==> src/hdl/assert_macros.svh <==
// Assertion helpers shared by the RTL
`ifndef ASSERT_MACROS_SVH
`define ASSERT_MACROS_SVH

// Same-cycle implication, disabled while reset is asserted
`define ASSERT_IMPLIES(label, clk, rst_n, ante, cons) \
    label: assert property (@(posedge clk) disable iff (!(rst_n)) (ante) |-> (cons)) \
        else $error("implication check failed");

// Next-cycle implication, disabled while reset is asserted
`define ASSERT_NEXT(label, clk, rst_n, ante, cons) \
    label: assert property (@(posedge clk) disable iff (!(rst_n)) (ante) |=> (cons)) \
        else $error("next-cycle check failed");

`endif

==> src/hdl/mws_pkg.sv <==
package mws_pkg;

    // Pattern storage and text limits
    localparam int PAT_MAX   = 16;
    localparam int MAX_TEXT  = 65536;
    localparam int PAT_IDX_W = $clog2(PAT_MAX);
    localparam int PLEN_W    = 5;
    localparam int POS_W     = $clog2(MAX_TEXT);
    localparam int LEN_W     = POS_W + 1;
    localparam int CFG_IDX_W = 2;
    localparam int CFG_DATA_W = 64;
    localparam int PAT_BITS  = PAT_MAX * 8;

    // Configuration register indexes
    localparam logic [CFG_IDX_W-1:0] CFG_PATTERN_LENGTH = 2'd0;
    localparam logic [CFG_IDX_W-1:0] CFG_PATTERN_LOW    = 2'd1;
    localparam logic [CFG_IDX_W-1:0] CFG_PATTERN_HIGH   = 2'd2;

    // Per-item control from the pipeline to the state holders
    typedef struct packed {
        logic upd;   // item is matched against the pattern
        logic clr;   // item closes the text; clear state afterwards
    } t_step;

    // Prefix match seen by the best-window tracker
    typedef struct packed {
        logic             valid;
        logic [POS_W-1:0] start;
    } t_match;

endpackage

==> src/hdl/mws_prefix.sv <==
module mws_prefix (
    input  logic                      i_clk,
    input  logic                      i_rst_n,
    input  mws_pkg::t_step            i_step,
    input  logic [7:0]                i_text_byte,
    input  logic [mws_pkg::POS_W-1:0] i_pos,
    input  logic [mws_pkg::PAT_BITS-1:0] i_pattern,
    input  logic [mws_pkg::PLEN_W-1:0]   i_pattern_length,
    output mws_pkg::t_match           o_match
);
    import mws_pkg::*;

    logic [PAT_MAX-1:0] r_valid;
    logic [PAT_MAX-1:0] n_valid;
    logic [POS_W-1:0]   r_start [PAT_MAX];
    logic [POS_W-1:0]   n_start [PAT_MAX];
    logic [PLEN_W-1:0]  w_len;
    logic [PAT_IDX_W-1:0] w_idx;

    // Shift each prefix forward where its pattern byte matches
    always_comb begin
        for (int j = 0; j < PAT_MAX; j++) begin
            n_valid[j] = r_valid[j];
            n_start[j] = r_start[j];
            if (i_pattern[8*j +: 8] == i_text_byte) begin
                if (j == 0) begin
                    n_valid[j] = 1'b1;
                    n_start[j] = i_pos;
                end else begin
                    n_valid[j] = r_valid[j-1];
                    n_start[j] = r_start[j-1];
                end
            end
        end
    end

    // Clamp the length and pick the full-pattern entry
    assign w_len = (i_pattern_length > PLEN_W'(PAT_MAX)) ? PLEN_W'(PAT_MAX) : i_pattern_length;
    assign w_idx = PAT_IDX_W'(w_len - PLEN_W'(1));
    assign o_match.valid = (w_len != '0) && n_valid[w_idx];
    assign o_match.start = n_start[w_idx];

    // Hold prefix valid bits; drop them at the end of a text
    always_ff @(posedge i_clk) begin
        if (!i_rst_n || i_step.clr) begin
            r_valid <= '0;
        end else if (i_step.upd) begin
            r_valid <= n_valid;
        end
    end

    // Prefix start positions need no reset
    always_ff @(posedge i_clk) begin
        if (i_step.upd) begin
            r_start <= n_start;
        end
    end

endmodule

==> src/hdl/mws_best.sv <==
module mws_best (
    input  logic                      i_clk,
    input  logic                      i_rst_n,
    input  logic                      i_adv,
    input  logic                      i_last,
    input  mws_pkg::t_match           i_match,
    output logic                      o_in_range,
    output logic [mws_pkg::POS_W-1:0] o_pos,
    output logic                      o_found,
    output logic [mws_pkg::POS_W-1:0] o_window_start,
    output logic [mws_pkg::LEN_W-1:0] o_window_length,
    output logic                      o_overflow
);
    import mws_pkg::*;

    logic [LEN_W-1:0] r_pos;
    logic [POS_W-1:0] r_best_start;
    logic [LEN_W-1:0] r_best_len;
    logic             r_ovf;
    logic [POS_W-1:0] n_best_start;
    logic [LEN_W-1:0] n_best_len;
    logic             n_ovf;
    logic [LEN_W-1:0] w_len;
    logic             w_take;

    assign o_in_range = (r_pos < LEN_W'(MAX_TEXT));
    assign o_pos      = r_pos[POS_W-1:0];

    // Window from the matched start through the current byte
    assign w_len  = LEN_W'(r_pos) - LEN_W'(i_match.start) + LEN_W'(1);
    assign w_take = i_adv && o_in_range && i_match.valid
                    && ((r_best_len == '0) || (w_len < r_best_len));

    // Keep only a strictly shorter window; overflow sticks once a byte is out of range
    always_comb begin
        n_best_start = r_best_start;
        n_best_len   = r_best_len;
        if (w_take) begin
            n_best_start = i_match.start;
            n_best_len   = w_len;
        end
        n_ovf = r_ovf || (i_adv && !o_in_range);
    end

    // Result fields include this item's update
    assign o_found         = (n_best_len != '0);
    assign o_window_start  = n_best_start;
    assign o_window_length = n_best_len;
    assign o_overflow      = n_ovf;

    // Advance position and best window; clear after a last item
    always_ff @(posedge i_clk) begin
        if (!i_rst_n || (i_adv && i_last)) begin
            r_pos        <= '0;
            r_best_start <= '0;
            r_best_len   <= '0;
            r_ovf        <= 1'b0;
        end else if (i_adv) begin
            if (o_in_range) begin
                r_pos <= r_pos + LEN_W'(1);
            end
            r_best_start <= n_best_start;
            r_best_len   <= n_best_len;
            r_ovf        <= n_ovf;
        end
    end

endmodule

==> src/hdl/min_window_subsequence.sv <==
// Shortest window of a byte stream holding the configured pattern as a subsequence.
// Input channel (i_in_valid/o_in_ready) carries one text byte per item, with
// i_last_byte marking the end of a text. Output channel (o_out_valid/i_out_ready)
// carries one result per text: found, window start, window length, overflow.
// Configuration channel (i_cfg_valid/o_cfg_ready) writes pattern length (index 0)
// and pattern bytes 0-7 (index 1) and 8-15 (index 2); other indexes are ignored.
// o_cfg_ready is always high; write only while no text is in flight.
// Throughput: one byte per cycle unless a last byte is held back. A byte waits in
// the input register, where all 16 prefix entries update in parallel, and the result
// of a text is registered in the output register when its last byte is processed.
// A stalled receiver only holds back a last byte while the output register is
// full; other bytes keep flowing. Bytes past 65536 set overflow and are skipped.
// Reset (synchronous, active low) empties both registers, clears all match state
// and loads pattern length 1 with all-zero pattern bytes. No clearing pass is needed.
module min_window_subsequence (
    input  logic                          i_clk,
    input  logic                          i_rst_n,
    input  logic                          i_in_valid,
    output logic                          o_in_ready,
    input  logic [7:0]                    i_text_byte,
    input  logic                          i_last_byte,
    output logic                          o_out_valid,
    input  logic                          i_out_ready,
    output logic                          o_found,
    output logic [mws_pkg::POS_W-1:0]     o_window_start,
    output logic [mws_pkg::LEN_W-1:0]     o_window_length,
    output logic                          o_overflow,
    input  logic                          i_cfg_valid,
    output logic                          o_cfg_ready,
    input  logic [mws_pkg::CFG_IDX_W-1:0] i_cfg_index,
    input  logic [mws_pkg::CFG_DATA_W-1:0] i_cfg_data
);
    import mws_pkg::*;

    logic                  r_in_valid;
    logic [7:0]            r_in_byte;
    logic                  r_in_last;
    logic                  r_out_valid;
    logic                  r_found;
    logic [POS_W-1:0]      r_start;
    logic [LEN_W-1:0]      r_length;
    logic                  r_ovf;
    logic [PLEN_W-1:0]     r_pat_len;
    logic [CFG_DATA_W-1:0] r_pat_low;
    logic [CFG_DATA_W-1:0] r_pat_high;
    logic                  w_adv;
    logic                  w_in_range;
    logic [POS_W-1:0]      w_pos;
    t_step                 w_step;
    t_match                w_match;
    logic                  w_found;
    logic [POS_W-1:0]      w_start;
    logic [LEN_W-1:0]      w_length;
    logic                  w_ovf;

    // Process the held item unless it is a last item and the output is blocked
    assign w_adv      = r_in_valid && (!r_in_last || !r_out_valid || i_out_ready);
    assign o_in_ready = !r_in_valid || w_adv;
    assign o_cfg_ready = 1'b1;

    assign w_step.upd = w_adv && w_in_range;
    assign w_step.clr = w_adv && r_in_last;

    // Input register
    always_ff @(posedge i_clk) begin
        if (!i_rst_n) begin
            r_in_valid <= 1'b0;
        end else if (i_in_valid && o_in_ready) begin
            r_in_valid <= 1'b1;
        end else if (w_adv) begin
            r_in_valid <= 1'b0;
        end
    end

    always_ff @(posedge i_clk) begin
        if (i_in_valid && o_in_ready) begin
            r_in_byte <= i_text_byte;
            r_in_last <= i_last_byte;
        end
    end

    // Configuration registers
    always_ff @(posedge i_clk) begin
        if (!i_rst_n) begin
            r_pat_len  <= PLEN_W'(1);
            r_pat_low  <= '0;
            r_pat_high <= '0;
        end else if (i_cfg_valid && o_cfg_ready) begin
            case (i_cfg_index)
                CFG_PATTERN_LENGTH: r_pat_len  <= i_cfg_data[PLEN_W-1:0];
                CFG_PATTERN_LOW:    r_pat_low  <= i_cfg_data;
                CFG_PATTERN_HIGH:   r_pat_high <= i_cfg_data;
                default: ;
            endcase
        end
    end

    mws_prefix u_prefix (
        .i_clk            (i_clk),
        .i_rst_n          (i_rst_n),
        .i_step           (w_step),
        .i_text_byte      (r_in_byte),
        .i_pos            (w_pos),
        .i_pattern        ({r_pat_high, r_pat_low}),
        .i_pattern_length (r_pat_len),
        .o_match          (w_match)
    );

    mws_best u_best (
        .i_clk           (i_clk),
        .i_rst_n         (i_rst_n),
        .i_adv           (w_adv),
        .i_last          (r_in_last),
        .i_match         (w_match),
        .o_in_range      (w_in_range),
        .o_pos           (w_pos),
        .o_found         (w_found),
        .o_window_start  (w_start),
        .o_window_length (w_length),
        .o_overflow      (w_ovf)
    );

    // Result register
    always_ff @(posedge i_clk) begin
        if (!i_rst_n) begin
            r_out_valid <= 1'b0;
        end else if (w_adv && r_in_last) begin
            r_out_valid <= 1'b1;
        end else if (i_out_ready) begin
            r_out_valid <= 1'b0;
        end
    end

    always_ff @(posedge i_clk) begin
        if (w_adv && r_in_last) begin
            r_found  <= w_found;
            r_start  <= w_start;
            r_length <= w_length;
            r_ovf    <= w_ovf;
        end
    end

    assign o_out_valid     = r_out_valid;
    assign o_found         = r_found;
    assign o_window_start  = r_start;
    assign o_window_length = r_length;
    assign o_overflow      = r_ovf;

`include "assert_macros.svh"

    // A processed last item always leaves a result behind
    `ASSERT_NEXT(a_last_gives_result, i_clk, i_rst_n, w_adv && r_in_last, r_out_valid)
    // Position is back at zero after a text closes
    `ASSERT_NEXT(a_clear_after_last, i_clk, i_rst_n, w_adv && r_in_last, w_in_range && (w_pos == '0))
    // Found flag agrees with a nonzero window length
    `ASSERT_IMPLIES(a_found_len, i_clk, i_rst_n, r_out_valid, r_found == (r_length != '0))
    // A blocked output holds back a last item
    `ASSERT_IMPLIES(a_last_stalls, i_clk, i_rst_n, r_in_valid && r_in_last && r_out_valid && !i_out_ready, !w_adv)

endmodule

==> config.mk <==
export PLATFORM = sky130hd
export DESIGN_NAME = min_window_subsequence
export DESIGN_NICKNAME = d
export VERILOG_FILES = /design/src/hdl/mws_pkg.sv /design/src/hdl/mws_prefix.sv /design/src/hdl/mws_best.sv /design/src/hdl/min_window_subsequence.sv
export VERILOG_INCLUDE_DIRS = /design/src /design/src/hdl
export SDC_FILE = /design/constraint.sdc
export NUM_CORES = 1
export LEC_CHECK = 0
export BUFFER_PORTS_ARGS = -buffer_cell sky130_fd_sc_hd__buf_2
export CORE_MARGIN = 2
export CORE_UTILIZATION = 50
export CTS_CLUSTER_SIZE = 24
export DETAILED_ROUTE_END_ITERATION = 6
export GPL_TIMING_DRIVEN = 0
export HOLD_SLACK_MARGIN = 0.1
export PLACE_DENSITY = 0.71
export SYNTH_ARGS = -nofsm -noshare
export SYNTH_HDL_FRONTEND = slang
export SYNTH_SLANG_ARGS = --single-unit
==> constraint.sdc <==
create_clock -name i_clk -period 14.4 [get_ports i_clk]
set_input_delay 2.16 -clock i_clk [delete_from_list [all_inputs] [get_ports i_clk]]
set_output_delay 2.16 -clock i_clk [all_outputs]
set_load 0.01 [all_outputs]
; Word level (Yosys, flattened, before mapping)
; Cells that the tools add are included.
; W data, S select, Z words.
[totals]
regBits = 502
latchBits = 0
mem_bits_rw = 0
romBits = 0
inputBits = 80
elab_cells = 133
memories = 0
[op_classes]
n_addsub = 4
mul = 0
div = 0
order_cmp = 5
n_eq_ne = 18
shifts = 0
muxes = 44
bitwise = 1
n_reduce_logical = 29
[ops]
columns = op, count
row1 = $mux W16, 19
row2 = $eq A8 B8 Y1, 16
row3 = $bmux W16 S4, 1
row4 = $add A17 B1 Y17 const B, 2
row5 = $mux W1, 21
row6 = $logic_not A17 Y1, 1
row7 = $lt A17 B17 Y1, 1
row8 = $lt A17 B17 Y1 const B, 1
row9 = $mux W17, 1
row10 = $reduce_bool A17 Y1, 1
row11 = $sub A17 B16 Y17, 1
row12 = $logic_and A1 B1 Y1, 8
row13 = $reduce_and A2 Y1, 4
row14 = $logic_or A1 B1 Y1, 6
row15 = $ge A5 B5 Y1 const B, 1
row16 = $gt A5 B5 Y1 const B, 1
row17 = $logic_not A1 Y1, 5
row18 = $lt A4 B5 Y1 const B, 1
row19 = $mux W5, 1
row20 = $not A4 Y5, 1
row21 = $reduce_bool A5 Y1, 1
row22 = $bmux W1 S4, 1
row23 = $reduce_bool A2 Y1, 2
row24 = $sub A4 B1 Y4 const B, 1
row25 = other kinds (3), 3

; Logic depth before layout (Yosys ltp)
[logic_depth]
word_depth = 14
mapped_depth = 33

; Hierarchy
; From an unflattened synthesis, not the netlist that was laid out.
[hier_totals]
cells_unflattened = 2327
area_unflattened_um2 = 26142.6
[by_module_without_submodules]
columns = mod, instances, cells_each, area_each_um2, seq_area_each_um2
row1 = mws_prefix, 1, 1316, 16029.1, 8007.7
row2 = min_window_subsequence, 1, 564, 6427.4, 4023.9
row3 = mws_best, 1, 447, 3686.0, 1021.0

; Least setup slack after synthesis
; No wires, ideal clock.
[synth_timing]
kind = input to register
from = in i_out_ready
to = reg u_prefix.r_valid[15]
setup_time_ns = 0.128
arrival_time_ns = 10.506
required_ns = 14.272
path_slack_ns = 3.766
path_stages = 7
path_cell_list = nand3b_1 > nand3b_1 > inv_1 > buf_1 > nand2_1 > mux2i_1 > nor2_1
[synth_rtl]
columns = item, line_no
row1 = from (decl), min_window_subsequence.sv:23  ; input logic i_out_ready,
row2 = to (signal assigned), mws_prefix.sv:48  ; r_valid <= n_valid;
row3 = to (decl), mws_prefix.sv:13  ; logic [PAT_MAX-1:0] r_valid;

; Final worst setup path
[layout_timing]
from = reg r_pat_len[4]
to = reg r_found (netlist: o_found) (data pin)
[layout_via]
elab_chain_cells = 14
elab_cells_between_ends = 19
cone_classes = add/sub (3) / order compare (2) / mux (7) / bitwise (1) / reduce/logical (6)
[layout_rtl]
columns = item, line_no
row1 = from (decl), min_window_subsequence.sv:43  ; logic [PLEN_W-1:0] r_pat_len;
row2 = from (signal assigned), min_window_subsequence.sv:90  ; CFG_PATTERN_LENGTH: r_pat_len <= i_cfg_data[PLEN_W-1:0];
row3 = $gt A5 B5 Y1, mws_prefix.sv:38  ; assign w_len = (i_pattern_length > PLEN_W'(PAT_MAX)) ? PLEN_W'(PAT_MAX) : i_pattern_length;
row4 = $mux W5 *, mws_prefix.sv:38
row5 = $sub A4 B1 Y4, mws_prefix.sv:39  ; assign w_idx = PAT_IDX_W'(w_len - PLEN_W'(1));
row6 = $not A4 Y5 (implied by the code), mws_prefix.sv:41  ; assign o_match.start = n_start[w_idx];
row7 = $bmux W16 S4, mws_prefix.sv:41
row8 = $mux W16 (implied by the code) (2 in a row), mws_prefix.sv:41
row9 = $sub A17 B16 Y17, mws_best.sv:30  ; assign w_len = LEN_W'(r_pos) - LEN_W'(i_match.start) + LEN_W'(1);
row10 = $add A17 B1 Y17, mws_best.sv:30
row11 = $lt A17 B17 Y1, mws_best.sv:32  ; && ((r_best_len == '0) || (w_len < r_best_len));
row12 = $logic_or A1 B1 Y1, mws_best.sv:32
row13 = $logic_and A1 B1 Y1, mws_best.sv:32
row14 = $mux W17 *, mws_best.sv:38  ; if (w_take) begin
row15 = $reduce_bool A17 Y1 *, mws_best.sv:46  ; assign o_found = (n_best_len != '0);
row16 = via u_best.o_found, mws_best.sv:9  ; output logic o_found,
row17 = to (signal assigned), min_window_subsequence.sv:136  ; r_found <= w_found;
row18 = to (decl), min_window_subsequence.sv:39  ; logic r_found;
; The timed path passes the listed nets; every way through them passes the cells marked *. The select of a mux whose other input is x is not followed.
; A chain may end at the register's enable or synchronous reset.

==> impl_metrics.toml <==
[run_status]
status = "finished, final reports clean"

[logic_synthesis]
synth_cell_types = 71
ys_ff_latch = 502
synthFlopType = "edfxtp_1"
synth_cells = 1982
syn_avg_cell_area_um2 = 12.5
synth_area_mm2 = 0.0249
seq_area_frac_synth_pct = 52.5
synth_edf_count = 300
postSynthNetCount = 2112
synth_async_sr_flop_share_pct = 0
yosysWarnings = 0

[clock_tree]
clk_pin_slew_ns = 0.06
cts_sinks = 502
worstSkewPairLatency_ns = 0.59
cts_tree = "yes"
cts_hold_buf = 0
cts_setup_buffers = 0
clock_path_buffers = 3
cts-buffers-inserted = 53
htreeDepth = 2
ctsResizeCount = 0
ctsRootBufferMaster = "clkbuf_16"

[critical_path]
worst_path_max_delay_cell = "buf_1"
worst-path-buf-inv = 9
critical_path_class = "reg -> reg"
cp_data_arrival_time_ns = 10.37
crit_family = "buffers and inverters"
crit_required_ns = 14.73
crit_path_start_kind = "register"
crit_path_end_kind = "register"
cp_max_fo = 10
slowest_delay_ns = 0.89

[detailed_routing]
drt_wl_total_um = 59900
via_per_inst = 5.65
drtPass1Iterations = 7
wl_per_cell_um = 20.9
vias = 16168
drc = 0
ant_nets = 0
drt_iter0_markers = 1114

[floorplanning]
die_area_mm2 = 0.0515
dieHeight_um = 227
fp.coreArea_mm2 = 0.0491
floorplan.initialDensity_pct = 50.7
die_w_um = 227
pin_count = 118
fp-row-count = 81

[finish]
drive_above_1_share_pct = 27.0
nets = 2289
nFillCells = 4107
multi_input_area_mm2 = 0.0111
final_area_mm2 = 0.0280
antenna_cells = 0
synthToLayoutAreaGrowth_pct = 12.6
seqCellArea_mm2 = 0.0131

[power]
peakVddDrop_uv = 88.0
leakage_nw = 9.42
p_per_area_mw_per_mm2 = 113

[timing]
clock-skew-final_ns = 0.0126
rsz0062_at_grt = "no"
drv_slew = 0
tightest_slew_ns = 1.16
setup_viol = 0
fin_setup_tns_ns = 0
finalCritPeriodShare_pct = 69.7
max_slew_margin_pct = 23.0
fin_crit_ns = 10.04
max_freq_mhz = 99.6
final_hold_viol_count = 0

[grt]
antenna_found_initial = 0
grt_pass1_vias = 16633
globalRoute.totalOverflow = 0
grt_pass1_wl_um = 91400
grt.total_usage_pct = 23.2
grt_max_degree = 43

[place]
portBuffers = 115
placed_area_mm2 = 0.0264
place.gp.congestion = 0.836
hpwl_um = 44100

[hold_path]
hold_class = "reg -> reg"

[job]
cap_violations = 0
==> metal layers <==
layer / global-route usage, % / part of all wire, % / up-vias
li1: - / - / 7606
met1: 29.1 / 42 / 8061
met2: 40.5 / 49 / 380
met3: 3.43 / 4.7 / 121
met4: 9.26 / 3.7 / 0
met5: 0 / 0 / -
==> state kept, by name (all words and copies together), names as in the netlist, 5 cells and up <==
register / flops
u_best.r_best_len: 17
u_prefix.r_valid: 16
r_pat_len: 5
o_window_start: 16
o_window_length: 17
u_best.r_best_start: 16
r_pat_low: 64
r_in_byte: 8
r_pat_high: 64
u_best.r_pos: 17
u_prefix.r_start: 256
==> cells by family (layout without fill, tap and decap cells) <==
group,after synthesis,in the layout,synth area share [%]
AO/OA/AOI/OAI,248,248,7.59
XOR/XNOR,154,154,5.43
adder cells (fa/ha/maj),50,50,2.55
buffers and inverters,152,369,2.78
flip-flops,502,502,52.5
multiplexers,380,380,20.0
other,1,1,0.0151
AND/OR/NAND/NOR,495,495,9.12
==> Yosys cell counts, types with 4 or more instances <==
cell type,n,area share [%]
or4_1,7,0.21
mux4_2,64,5.8
or3_1,4,0.10
a21boi_0,130,3.9
nor4_2,4,0.20
xnor2_1,18,0.63
edfxtp_1,300,36
o22a_1,16,0.56
o21a_1,4,0.12
dfxtp_1,202,16
a31oi_1,4,0.10
clkbuf_1,61,0.92
nand3_1,10,0.20
ha_1,49,2.5
o221ai_2,9,0.54
xor2_1,136,4.8
inv_1,40,0.60
nand2_1,296,4.5
nor2b_1,43,1.1
nor4_1,28,0.70
nand3b_1,4,0.12
o221ai_1,6,0.21
a21oi_1,28,0.56
or2_2,4,0.10
mux2_2,270,12
buf_2,19,0.38
buf_1,17,0.26
o21ai_0,16,0.32
nand4_1,14,0.35
nand2b_1,5,0.13
buf_4,4,0.12
a21o_1,5,0.15
buf_6,11,0.50
nor2_1,54,0.82
mux2_4,6,0.36
nor3_1,7,0.14
mux2i_1,40,1.6
==> per-stage QoR <==
step	utilization [%]	hold slack [ns]	cells	power (W)	setup slack, ns
3_3_place_gp	53.5	0.462	2761	0.00194	0.256
6_report	57.0	0.474	2863	0.00316	4.36
4_1_cts	57.0	0.476	2863	0.00319	4.33
2_1_floorplan	-	0.455	1982	0.00183	3.77
5_1_grt	57.0	0.489	2863	0.00327	3.69
3_5_place_dp	53.8	0.468	2768	0.00194	4.40
==> tightest hold or removal path: stages (launching register included) <==
cell and delay [ns]:
dfxtp_1 0.32, nand2_1 0.05, a21boi_0 0.06
==> power by group <==
group          internal [W]  switching, W
Combinational      0.000134      0.000201
Clock              0.000713      0.000543
Sequential          0.00156     0.0000177
==> area by class of cell <==
cell class | count | share of cell area, %
Multi-Input combinational cell | 1328 | 39.7
Clock buffer | 82 | 5.39
Timing Repair Buffer | 122 | 2.56
Buffer | 112 | 1.94
Tap cell | 664 | 2.97
Inverter | 40 | 0.537
Clock inverter | 13 | 0.210
Sequential cell | 502 | 46.7
==> path summary, 6_finish.rpt <==
| path | start | slack (ns) | depth (start not counted) | end |
|---|---|---|---|---|
| worst max-delay path | r_pat_len[4] | 4.36 | 32 | o_found |
| worst min-delay path | r_pat_high[24] | 0.47 | 2 | r_pat_high[24] |
| worst max register to register | r_pat_len[4] | 4.36 | 32 | o_found |
| worst min register to register | r_pat_high[24] | 0.47 | 2 | r_pat_high[24] |
==> cell usage in the layout (no fill, tap or decap), drive strengths merged, types with 5 or more instances in the layout <==
cell / n
clkbuf: 143
o221ai: 15
buf: 173
inv: 40
nand2b: 5
mux2i: 40
ha: 49
mux2: 276
a21o: 5
xor2: 136
nor2b: 43
edfxtp: 300
nor4: 32
mux4: 64
a21oi: 29
nor2: 55
xnor2: 18
or4: 7
o22a: 16
nand2: 297
o21ai: 18
dfxtp: 202
nand3: 11
nand4: 14
clkinv: 13
nor3: 8
a21boi: 130
No activity file was read; power rests on OpenSTA's default activity.
